[config.mk]
export PLATFORM = sky130hd
export DESIGN_NAME = double_ended_list_with_indexed_delete_core
export DESIGN_NICKNAME = d
export VERILOG_FILES = /design/src/rtl/dedl_pkg.sv /design/src/rtl/dedl_ram.sv /design/src/rtl/dedl_ctrl.sv /design/src/rtl/dedl_dp.sv /design/src/rtl/double_ended_list_with_indexed_delete_core.sv
export SDC_FILE = /design/constraint.sdc
export NUM_CORES = 1
export LEC_CHECK = 0
export BUFFER_PORTS_ARGS = -buffer_cell sky130_fd_sc_hd__buf_2
export CORE_ASPECT_RATIO = 0.75
export CORE_MARGIN = 2
export CORE_UTILIZATION = 56
export CTS_CLUSTER_DIAMETER = 40
export DETAILED_ROUTE_END_ITERATION = 6
export PLACE_DENSITY = 0.76
export SKIP_LAST_GASP = 1
export SLEW_MARGIN = 20
export SYNTH_ARGS = -nofsm -noshare
export SYNTH_HDL_FRONTEND = slang
export SYNTH_SLANG_ARGS = --single-unit
[constraint.sdc]
create_clock -name clk -period 6.3 [get_ports clk]
set_clock_uncertainty 0.2 [all_clocks]
set_input_delay 0.945 -clock clk [delete_from_list [all_inputs] [get_ports clk]]
set_output_delay 0.945 -clock clk [all_outputs]
set_load 0.01 [all_outputs]
[src/rtl/dedl_pkg.sv]
`default_nettype none

package dedl_pkg;

    // Fixed field widths
    localparam int DATA_W = 32;
    localparam int OP_W   = 3;
    localparam int ST_W   = 2;

    // Default list depth
    localparam int DEPTH_DEFAULT = 16;

    typedef logic [OP_W-1:0] op_t;
    typedef logic [ST_W-1:0] st_t;
    typedef logic [1:0]      rsel_t;

    // Operation codes
    localparam op_t OP_PUSH_FRONT = 3'd0;
    localparam op_t OP_PUSH_BACK  = 3'd1;
    localparam op_t OP_POP_FRONT  = 3'd2;
    localparam op_t OP_POP_BACK   = 3'd3;
    localparam op_t OP_DELETE     = 3'd4;
    localparam op_t OP_DUMP       = 3'd5;

    // Result status codes
    localparam st_t ST_OK     = 2'd0;
    localparam st_t ST_EMPTY  = 2'd1;
    localparam st_t ST_FULL   = 2'd2;
    localparam st_t ST_BADPOS = 2'd3;

    // Where the first read of an operation lands in the list
    localparam rsel_t RS_FRONT  = 2'd0;
    localparam rsel_t RS_BACK   = 2'd1;
    localparam rsel_t RS_DELETE = 2'd2;

    // Commands from the controller to the datapath
    typedef struct packed {
        logic  load_in;
        logic  push_front;
        logic  push_back;
        logic  set_result;
        st_t   result_status;
        logic  start_read;
        rsel_t read_sel;
        logic  capture;
        logic  pop_head;
        logic  shift_step;
        logic  out_load;
        logic  out_dump;
    } cmd_t;

    // Status from the datapath to the controller
    typedef struct packed {
        op_t  op;
        logic is_empty;
        logic is_full;
        logic pos_bad;
        logic remain_zero;
        logic shift_pend;
        logic out_free;
    } sts_t;

endpackage

`default_nettype wire

[src/rtl/dedl_ram.sv]
`default_nettype none

module dedl_ram
    import dedl_pkg::*;
#(
    parameter int WIDTH = DATA_W,
    parameter int DEPTH = DEPTH_DEFAULT
) (
    input  wire logic                     clk,
    input  wire logic                     wr_en,
    input  wire logic [$clog2(DEPTH)-1:0] wr_addr,
    input  wire logic [WIDTH-1:0]         wr_data,
    input  wire logic                     rd_en,
    input  wire logic [$clog2(DEPTH)-1:0] rd_addr,
    output logic      [WIDTH-1:0]         rd_data
);

    logic [WIDTH-1:0] mem_reg [DEPTH];

    always_ff @(posedge clk)
    begin
        if (wr_en)
        begin
            mem_reg[wr_addr] <= wr_data;
        end
        if (rd_en)
        begin
            rd_data <= mem_reg[rd_addr];
        end
    end

endmodule

`default_nettype wire

[src/rtl/dedl_ctrl.sv]
`default_nettype none

module dedl_ctrl
    import dedl_pkg::*;
(
    input  wire logic clk,
    input  wire logic rst_n,
    input  wire logic in_valid,
    input  wire sts_t sts,
    output logic      busy,
    output cmd_t      cmd
);

    localparam logic [2:0] S_IDLE   = 3'd0;
    localparam logic [2:0] S_EXEC   = 3'd1;
    localparam logic [2:0] S_FETCH  = 3'd2;
    localparam logic [2:0] S_SHIFT  = 3'd3;
    localparam logic [2:0] S_RESULT = 3'd4;
    localparam logic [2:0] S_DUMP   = 3'd5;

    logic [2:0] state_reg;
    logic [2:0] state_next;

    always_ff @(posedge clk or negedge rst_n)
    begin
        if (!rst_n)
        begin
            state_reg <= S_IDLE;
        end
        else
        begin
            state_reg <= state_next;
        end
    end

    assign busy = (state_reg != S_IDLE);

    always_comb
    begin
        cmd        = '0;
        state_next = state_reg;
        unique case (state_reg)
            S_IDLE:
            begin
                if (in_valid)
                begin
                    cmd.load_in = 1'b1;
                    state_next  = S_EXEC;
                end
            end
            S_EXEC:
            begin
                cmd.set_result = 1'b1;
                state_next     = S_RESULT;
                unique case (sts.op) inside
                    OP_PUSH_FRONT, OP_PUSH_BACK:
                    begin
                        if (sts.is_full)
                        begin
                            cmd.result_status = ST_FULL;
                        end
                        else
                        begin
                            cmd.result_status = ST_OK;
                            cmd.push_front    = (sts.op == OP_PUSH_FRONT);
                            cmd.push_back     = (sts.op == OP_PUSH_BACK);
                        end
                    end
                    OP_POP_FRONT, OP_POP_BACK, OP_DELETE:
                    begin
                        if (sts.is_empty)
                        begin
                            cmd.result_status = ST_EMPTY;
                        end
                        else if (sts.op == OP_DELETE && sts.pos_bad)
                        begin
                            cmd.result_status = ST_BADPOS;
                        end
                        else
                        begin
                            cmd.set_result = 1'b0;
                            cmd.start_read = 1'b1;
                            cmd.read_sel   = (sts.op == OP_POP_FRONT) ? RS_FRONT :
                                             (sts.op == OP_POP_BACK)  ? RS_BACK  : RS_DELETE;
                            state_next     = S_FETCH;
                        end
                    end
                    OP_DUMP:
                    begin
                        if (sts.is_empty)
                        begin
                            cmd.result_status = ST_EMPTY;
                        end
                        else
                        begin
                            cmd.set_result = 1'b0;
                            cmd.start_read = 1'b1;
                            cmd.read_sel   = RS_FRONT;
                            state_next     = S_DUMP;
                        end
                    end
                    default:
                    begin
                        cmd.result_status = ST_OK;
                    end
                endcase
            end
            S_FETCH:
            begin
                cmd.capture  = 1'b1;
                cmd.pop_head = (sts.op == OP_POP_FRONT);
                state_next   = (sts.op == OP_DELETE) ? S_SHIFT : S_RESULT;
            end
            S_SHIFT:
            begin
                cmd.shift_step = 1'b1;
                if (sts.remain_zero && !sts.shift_pend)
                begin
                    state_next = S_RESULT;
                end
            end
            S_RESULT:
            begin
                if (sts.out_free)
                begin
                    cmd.out_load = 1'b1;
                    state_next   = S_IDLE;
                end
            end
            S_DUMP:
            begin
                if (sts.out_free)
                begin
                    cmd.out_dump = 1'b1;
                    if (sts.remain_zero)
                    begin
                        state_next = S_IDLE;
                    end
                end
            end
            default:
            begin
                state_next = S_IDLE;
            end
        endcase
    end

endmodule

`default_nettype wire

[src/rtl/dedl_dp.sv]
`default_nettype none

module dedl_dp
    import dedl_pkg::*;
#(
    parameter int DEPTH = DEPTH_DEFAULT
) (
    input  wire logic                       clk,
    input  wire logic                       rst_n,
    input  wire cmd_t                       cmd,
    output sts_t                            sts,
    input  wire op_t                        op,
    input  wire logic signed [DATA_W-1:0]   value,
    input  wire logic [$clog2(DEPTH+1)-1:0] position,
    output logic                            out_valid,
    input  wire logic                       out_stall,
    output st_t                             status,
    output logic signed [DATA_W-1:0]        data_out,
    output logic [$clog2(DEPTH+1)-1:0]      occupancy,
    output logic                            last
);

    localparam int AW = $clog2(DEPTH);
    localparam int CW = $clog2(DEPTH + 1);
    localparam int SW = CW + 1;

    function automatic logic [AW-1:0] wrap_inc(input logic [AW-1:0] a);
        return (a == AW'(DEPTH - 1)) ? '0 : a + 1'b1;
    endfunction

    function automatic logic [AW-1:0] wrap_dec(input logic [AW-1:0] a);
        return (a == '0) ? AW'(DEPTH - 1) : a - 1'b1;
    endfunction

    logic [AW-1:0]     head_reg;
    logic [CW-1:0]     count_reg;
    op_t               op_reg;
    logic [DATA_W-1:0] value_reg;
    logic [CW-1:0]     pos_reg;
    logic [AW-1:0]     rd_slot_reg;
    logic [AW-1:0]     wr_slot_reg;
    logic [CW-1:0]     remain_reg;
    logic              pend_reg;
    st_t               res_status_reg;
    logic [DATA_W-1:0] res_data_reg;
    logic              out_valid_reg;
    st_t               out_status_reg;
    logic [DATA_W-1:0] out_data_reg;
    logic [CW-1:0]     out_occ_reg;
    logic              out_last_reg;

    logic [CW-1:0]     offset;
    logic [SW-1:0]     slot_sum;
    logic [AW-1:0]     slot;
    logic              remain_zero;
    logic              out_free;

    logic              ram_wr_en;
    logic [AW-1:0]     ram_wr_addr;
    logic [DATA_W-1:0] ram_wr_data;
    logic              ram_rd_en;
    logic [AW-1:0]     ram_rd_addr;
    logic [DATA_W-1:0] ram_rd_data;

    // Ring slot of a list offset counted from the front.
    always_comb
    begin
        if (cmd.push_back)
        begin
            offset = count_reg;
        end
        else
        begin
            case (cmd.read_sel)
                RS_BACK:   offset = count_reg - 1'b1;
                RS_DELETE: offset = pos_reg - 1'b1;
                default:   offset = '0;
            endcase
        end
        slot_sum = SW'(head_reg) + SW'(offset);
        if (slot_sum >= SW'(DEPTH))
        begin
            slot_sum = slot_sum - SW'(DEPTH);
        end
        slot = slot_sum[AW-1:0];
    end

    assign remain_zero = (remain_reg == '0);
    assign out_free    = !out_valid_reg || !out_stall;

    assign ram_wr_en   = cmd.push_front || cmd.push_back || (cmd.shift_step && pend_reg);
    assign ram_wr_addr = cmd.push_front ? wrap_dec(head_reg) :
                         cmd.push_back  ? slot : wr_slot_reg;
    assign ram_wr_data = (cmd.push_front || cmd.push_back) ? value_reg : ram_rd_data;
    assign ram_rd_en   = cmd.start_read ||
                         ((cmd.shift_step || cmd.out_dump) && !remain_zero);
    assign ram_rd_addr = cmd.start_read ? slot : rd_slot_reg;

    dedl_ram #(
        .WIDTH (DATA_W),
        .DEPTH (DEPTH)
    ) u_ram (
        .clk     (clk),
        .wr_en   (ram_wr_en),
        .wr_addr (ram_wr_addr),
        .wr_data (ram_wr_data),
        .rd_en   (ram_rd_en),
        .rd_addr (ram_rd_addr),
        .rd_data (ram_rd_data)
    );

    // List state and output handshake.
    always_ff @(posedge clk or negedge rst_n)
    begin
        if (!rst_n)
        begin
            head_reg      <= '0;
            count_reg     <= '0;
            pend_reg      <= 1'b0;
            out_valid_reg <= 1'b0;
        end
        else
        begin
            if (cmd.push_front)
            begin
                head_reg <= wrap_dec(head_reg);
            end
            else if (cmd.capture && cmd.pop_head)
            begin
                head_reg <= wrap_inc(head_reg);
            end

            if (cmd.push_front || cmd.push_back)
            begin
                count_reg <= count_reg + 1'b1;
            end
            else if (cmd.capture)
            begin
                count_reg <= count_reg - 1'b1;
            end

            if (cmd.start_read)
            begin
                pend_reg <= 1'b0;
            end
            else if (cmd.shift_step)
            begin
                pend_reg <= !remain_zero;
            end

            if (cmd.out_load || cmd.out_dump)
            begin
                out_valid_reg <= 1'b1;
            end
            else if (!out_stall)
            begin
                out_valid_reg <= 1'b0;
            end
        end
    end

    // Operand, pointer and result registers.
    always_ff @(posedge clk)
    begin
        if (cmd.load_in)
        begin
            op_reg    <= op;
            value_reg <= value;
            pos_reg   <= position;
        end

        if (cmd.set_result)
        begin
            res_status_reg <= cmd.result_status;
            res_data_reg   <= '0;
        end
        else if (cmd.start_read)
        begin
            res_status_reg <= ST_OK;
        end
        else if (cmd.capture)
        begin
            res_data_reg <= ram_rd_data;
        end

        if (cmd.start_read)
        begin
            rd_slot_reg <= wrap_inc(slot);
            wr_slot_reg <= slot;
            remain_reg  <= (cmd.read_sel == RS_DELETE) ? count_reg - pos_reg
                                                       : count_reg - 1'b1;
        end
        else if ((cmd.shift_step || cmd.out_dump) && !remain_zero)
        begin
            rd_slot_reg <= wrap_inc(rd_slot_reg);
            remain_reg  <= remain_reg - 1'b1;
        end

        if (cmd.shift_step && pend_reg)
        begin
            wr_slot_reg <= wrap_inc(wr_slot_reg);
        end

        if (cmd.out_load)
        begin
            out_status_reg <= res_status_reg;
            out_data_reg   <= res_data_reg;
            out_occ_reg    <= count_reg;
            out_last_reg   <= 1'b1;
        end
        else if (cmd.out_dump)
        begin
            out_status_reg <= ST_OK;
            out_data_reg   <= ram_rd_data;
            out_occ_reg    <= count_reg;
            out_last_reg   <= remain_zero;
        end
    end

    assign sts.op          = op_reg;
    assign sts.is_empty    = (count_reg == '0);
    assign sts.is_full     = (count_reg == CW'(DEPTH));
    assign sts.pos_bad     = (pos_reg == '0) || (pos_reg > count_reg);
    assign sts.remain_zero = remain_zero;
    assign sts.shift_pend  = pend_reg;
    assign sts.out_free    = out_free;

    assign out_valid = out_valid_reg;
    assign status    = out_status_reg;
    assign data_out  = out_data_reg;
    assign occupancy = out_occ_reg;
    assign last      = out_last_reg;

endmodule

`default_nettype wire

[src/rtl/double_ended_list_with_indexed_delete_core.sv]
`default_nettype none

// Channel  Direction  Handshake            Payload
// in       input      in_valid / in_stall  op, value, position
// out      output     out_valid/ out_stall status, data_out, occupancy, last
//
// One item is taken at a time. A push, an ignored code or a refused operation goes
// from decode to its result; a pop adds a RAM fetch, a delete a fetch and a shift,
// and a dump streams its entries one per cycle while the output is not stalled.
// The delete shift moves one entry per cycle through the RAM write port.
// Reset empties the list at once; the RAM contents need no clearing pass. A stalled output
// holds the controller, and in_stall stays high until the item's last result is loaded.
module double_ended_list_with_indexed_delete_core
    import dedl_pkg::*;
#(
    parameter int DEPTH = DEPTH_DEFAULT
) (
    input  wire logic                       clk,
    input  wire logic                       rst_n,
    input  wire logic                       in_valid,
    output logic                            in_stall,
    input  wire logic [OP_W-1:0]            op,
    input  wire logic signed [DATA_W-1:0]   value,
    input  wire logic [$clog2(DEPTH+1)-1:0] position,
    output logic                            out_valid,
    input  wire logic                       out_stall,
    output logic [ST_W-1:0]                 status,
    output logic signed [DATA_W-1:0]        data_out,
    output logic [$clog2(DEPTH+1)-1:0]      occupancy,
    output logic                            last
);

    localparam int CW = $clog2(DEPTH + 1);

    // Commands and status between the sequencer and the list datapath.
    cmd_t cmd;
    sts_t sts;

    // The controller steps through the decode, the RAM read latency, the
    // delete shift and the dump sweep. It is busy from the cycle after an
    // item is accepted until its last result has been loaded for output.
    dedl_ctrl u_ctrl (
        .clk      (clk),
        .rst_n    (rst_n),
        .in_valid (in_valid),
        .sts      (sts),
        .busy     (in_stall),
        .cmd      (cmd)
    );

    // The datapath holds the ring pointers, the entry count, the list RAM
    // and the output register.
    dedl_dp #(
        .DEPTH (DEPTH)
    ) u_dp (
        .clk       (clk),
        .rst_n     (rst_n),
        .cmd       (cmd),
        .sts       (sts),
        .op        (op),
        .value     (value),
        .position  (position),
        .out_valid (out_valid),
        .out_stall (out_stall),
        .status    (status),
        .data_out  (data_out),
        .occupancy (occupancy),
        .last      (last)
    );

    // The list never reports more entries than it can hold.
    assert property (@(posedge clk) disable iff (!rst_n)
        out_valid |-> (occupancy <= CW'(DEPTH)))
        else $error("occupancy above list depth");

    // Only one item is in work at a time.
    assert property (@(posedge clk) disable iff (!rst_n)
        (in_valid && !in_stall) |=> in_stall)
        else $error("second item accepted while busy");

    // Any refused operation gives exactly one result.
    assert property (@(posedge clk) disable iff (!rst_n)
        (out_valid && status != ST_OK) |-> last)
        else $error("error result not marked last");

    // Only a dump of a non-empty list gives results that are not last.
    assert property (@(posedge clk) disable iff (!rst_n)
        (out_valid && !last) |-> (status == ST_OK && occupancy != '0))
        else $error("unexpected non-final result");

endmodule

`default_nettype wire

==> impl_results.rst <==
.. list-table::
   :header-rows: 1

   * - Metric
     - Value
   * - Post-synthesis area per instance
     - 14.5 um^2
   * - Slew margin rel.
     - 0.358
   * - WL/cell
     - 25.6 um
   * - RSZ-0062 raised after global routing
     - no
   * - Most instantiated cells after synthesis
     - edfxtp_1 (638), nand2_1 (257), mux2i_1 (164)
   * - Initial DRC Count
     - 2322
   * - Per-cell via count in the routed design
     - 6.46
   * - Total wirelength of the detailed-routed design
     - 71000 um
   * - Setup TNS after final layout
     - 0 ps
   * - Die Footprint
     - 0.0528 mm^2
   * - Highest attainable clock frequency
     - 167 MHz
   * - Hold violation total from the final report
     - 0
   * - Worst r2r path cells
     - 20
   * - Root buffer cell
     - clkbuf_16
   * - Hold Path Class
     - in2async
   * - Worst-margin pin slew
     - 964 ps
   * - Most area-consuming cells after synthesis
     - edfxtp_1 (67%), mux2i_1 (5.8%), nand2_1 (3.4%)
   * - Max-slew violation count
     - 0
   * - Leading cell type by number of instances after synthesis
     - edfxtp_1
   * - Final core area utilization
     - 0.647
   * - Fraction of the yosys area taken by sequential cells
     - 0.707
   * - TritonCTS clock tree
     - done
   * - Post-synthesis register bit count
     - 685
   * - Count of port buffers added during placement
     - 85
   * - N_diodes
     - 0
   * - Maximum root-to-sink buffer count
     - 3
   * - H-tree level count
     - 3
   * - Netlist area before placement
     - 0.0285 mm^2
   * - Final HPWL from detailed placement
     - 39000 um
   * - Maximum number of pins on one net before global-route repair
     - 67
   * - Number of global-route vias before repair
     - 17800
   * - Static leakage power
     - 0.0116 uW
   * - Most used flip-flop cell after synthesis
     - edfxtp_1
   * - Top fanout value on the critical path
     - 64
   * - Core region area
     - 0.0502 mm^2
   * - Remaining global-route overflow
     - 0
   * - Violations in the final reports
     - DRC
   * - Count of standard-cell rows
     - 71
   * - WS Path Type
     - reg2reg
   * - Initial antenna violation count
     - 0
   * - Starting density of the core
     - 0.568
   * - Layout area overhead
     - 13.9%
   * - Required arrival time at the worst endpoint
     - 6570 ps
   * - Share of post-route cells with drive strength above 1
     - 0.164
   * - Result of the run
     - finished with violations
   * - Number of clock sinks
     - 685
   * - Critical path arrival
     - 6270 ps
   * - Global-route wire length before repair
     - 107000 um
   * - Count of nets after finishing
     - 2129
   * - Dominant cell type by area after synthesis
     - edfxtp_1
   * - Design area
     - 0.0325 mm^2
   * - Routed Antenna Nets
     - 0
   * - Synth Net Count
     - 2035
   * - Maxcap violations
     - 0
   * - Area fraction of the dominant cell type after synthesis
     - 0.672
   * - Vias
     - 17900
   * - Unique cell type count in the Yosys netlist
     - 66
   * - Synthesized instance count
     - 1968
   * - Number of buffers inserted during clock tree synthesis
     - 73
   * - Insertion delay of the later-clocked pin in the worst-skew pair
     - 610 ps
   * - Die outline height
     - 199 um
   * - Placed Area
     - 0.0300 mm^2
   * - Pwr dens
     - 536 mW/mm^2
   * - Worst IR drop on VDD
     - 454 uV
   * - Yosys warns
     - 0
   * - Worst Setup End Kind
     - flop
   * - Number of top-level pins
     - 86
   * - Startpoint kind of the worst setup timing path
     - flop
   * - Global-route total usage across every layer
     - 0.273
   * - Placer Congestion
     - 0.891
   * - Flip-flop count of the largest register after layout
     - 512
   * - Tmin final
     - 6000 ps
   * - Count of final setup violators
     - 0
   * - Fraction of the cycle the final worst path needs
     - 0.952
   * - Async set-reset flop share out of synthesis
     - 0.0204
   * - Horizontal extent of the die
     - 265 um
   * - Count of flip-flops with a built-in enable after synthesis
     - 638
   * - Clock transition at path regs
     - 60 ps
   * - DR DRC count
     - 4
   * - Number of detailed-routing iterations run before antenna repair
     - 7
[per-layer routing]
layer  part of all wire  wire (um)  global-route usage
met5                  0          0                   0
met1               0.42      29500               0.383
met2               0.46      32300               0.424
met4              0.028       2010              0.0964
met3               0.10       7150              0.0617
[placed cells by master, fill, tap and decap left out, types with 57 or more instances in the layout]
master,n
mux2i_1,164
a31oi_1,69
inv_1,88
buf_4,57
edfxtp_1,638
buf_2,85
a221oi_1,65
nand2_1,255
a211oi_1,68
clkbuf_16,74
a21oi_1,63
[kinds of logic (layout without fill, tap and decap cells)]
kind of cell | after synthesis | count (layout) | share of synthesized area
AOI/OAI and AO/OA | 429 | 429 | 0.112
xor gates and xnor gates | 22 | 22 | 0.00676
adders and majority gates | 23 | 23 | 0.0106
buffers and inverters | 233 | 381 | 0.0360
DFF | 685 | 685 | 0.707
muxes | 197 | 197 | 0.0706
and+or+nand+nor | 379 | 379 | 0.0564
[layout make-up]
class | instances | area (um^2)
Fill cell | 3519 | 17700
Sequential cell | 685 | 20200
Tap cell | 657 | 822
Clock inverter | 42 | 435
Inverter | 93 | 349
Multi-Input combinational cell | 1050 | 7560
Timing Repair Buffer | 159 | 1200
Clock buffer | 87 | 1930
[critical path, stage by stage, from the launching register on]
cell and delay, ps:
dfrtp_1 440, inv_1 200, ha_2 300, or4b_1 470, and2_1 320, nand2_1 150, nor2_1 70, ha_1 340
o31ai_1 350, ha_1 230, inv_1 60, fa_1 730, nor2b_1 90, nand4_1 130, a21oi_1 110, a221oi_4 360
and3_2 260, buf_8 410, a211oi_1 140, a221oi_1 330, a211o_1 160
[power by group]
| part | internal [uW] | leakage (uW) | switching, uW |
|---|---|---|---|
| combinational | 2250 | 0.00425 | 4150 |
| clock | 2460 | 0.00114 | 1770 |
| sequential | 6370 | 0.00623 | 376 |
[path summary, 6_finish.rpt]
check / startpoint / endpoint / slack (ps)
setup reg to reg: u_dp.count_reg[1]$_DFFE_PN0P_ / u_dp.u_ram.rd_data[7]$_DFFE_PP_ / 300
hold reg to reg: u_dp.res_data_reg[27]$_SDFFE_PP0P_ / u_dp.res_data_reg[27]$_SDFFE_PP0P_ / 250
hold / removal: rst_n / u_dp.head_reg[1]$_DFFE_PN0P_ / 40
max in group asynchronous: rst_n / u_dp.count_reg[3]$_DFFE_PN0P_ / 5610
setup / recovery: u_dp.count_reg[1]$_DFFE_PN0P_ / u_dp.u_ram.rd_data[7]$_DFFE_PP_ / 300
min in group clk: u_dp.res_data_reg[27]$_SDFFE_PP0P_ / u_dp.res_data_reg[27]$_SDFFE_PP0P_ / 250
[timing repair]
item | 4_1_cts | 5_1_grt
gates resized for setup | 0 | 5
setup buffers | 0 | 7
hold buffers | 0 | 0
endpoints found under the setup margin | 0 | 51
[per-stage QoR]
stage / std cells / setup slack [ps] / power, uW / hold WS, ps
floorplan: 1968 / 71.3 / 11000 / 233
global placement: 2634 / 377 / 12800 / 238
detailed placement: 2636 / 152 / 13000 / 245
CTS: 2765 / 88.4 / 17200 / 23.3
global route: 2773 / 51.4 / 18100 / 36.4
finish: 2773 / 299 / 17400 / 35.3
No activity file was read; power rests on OpenSTA's default activity.
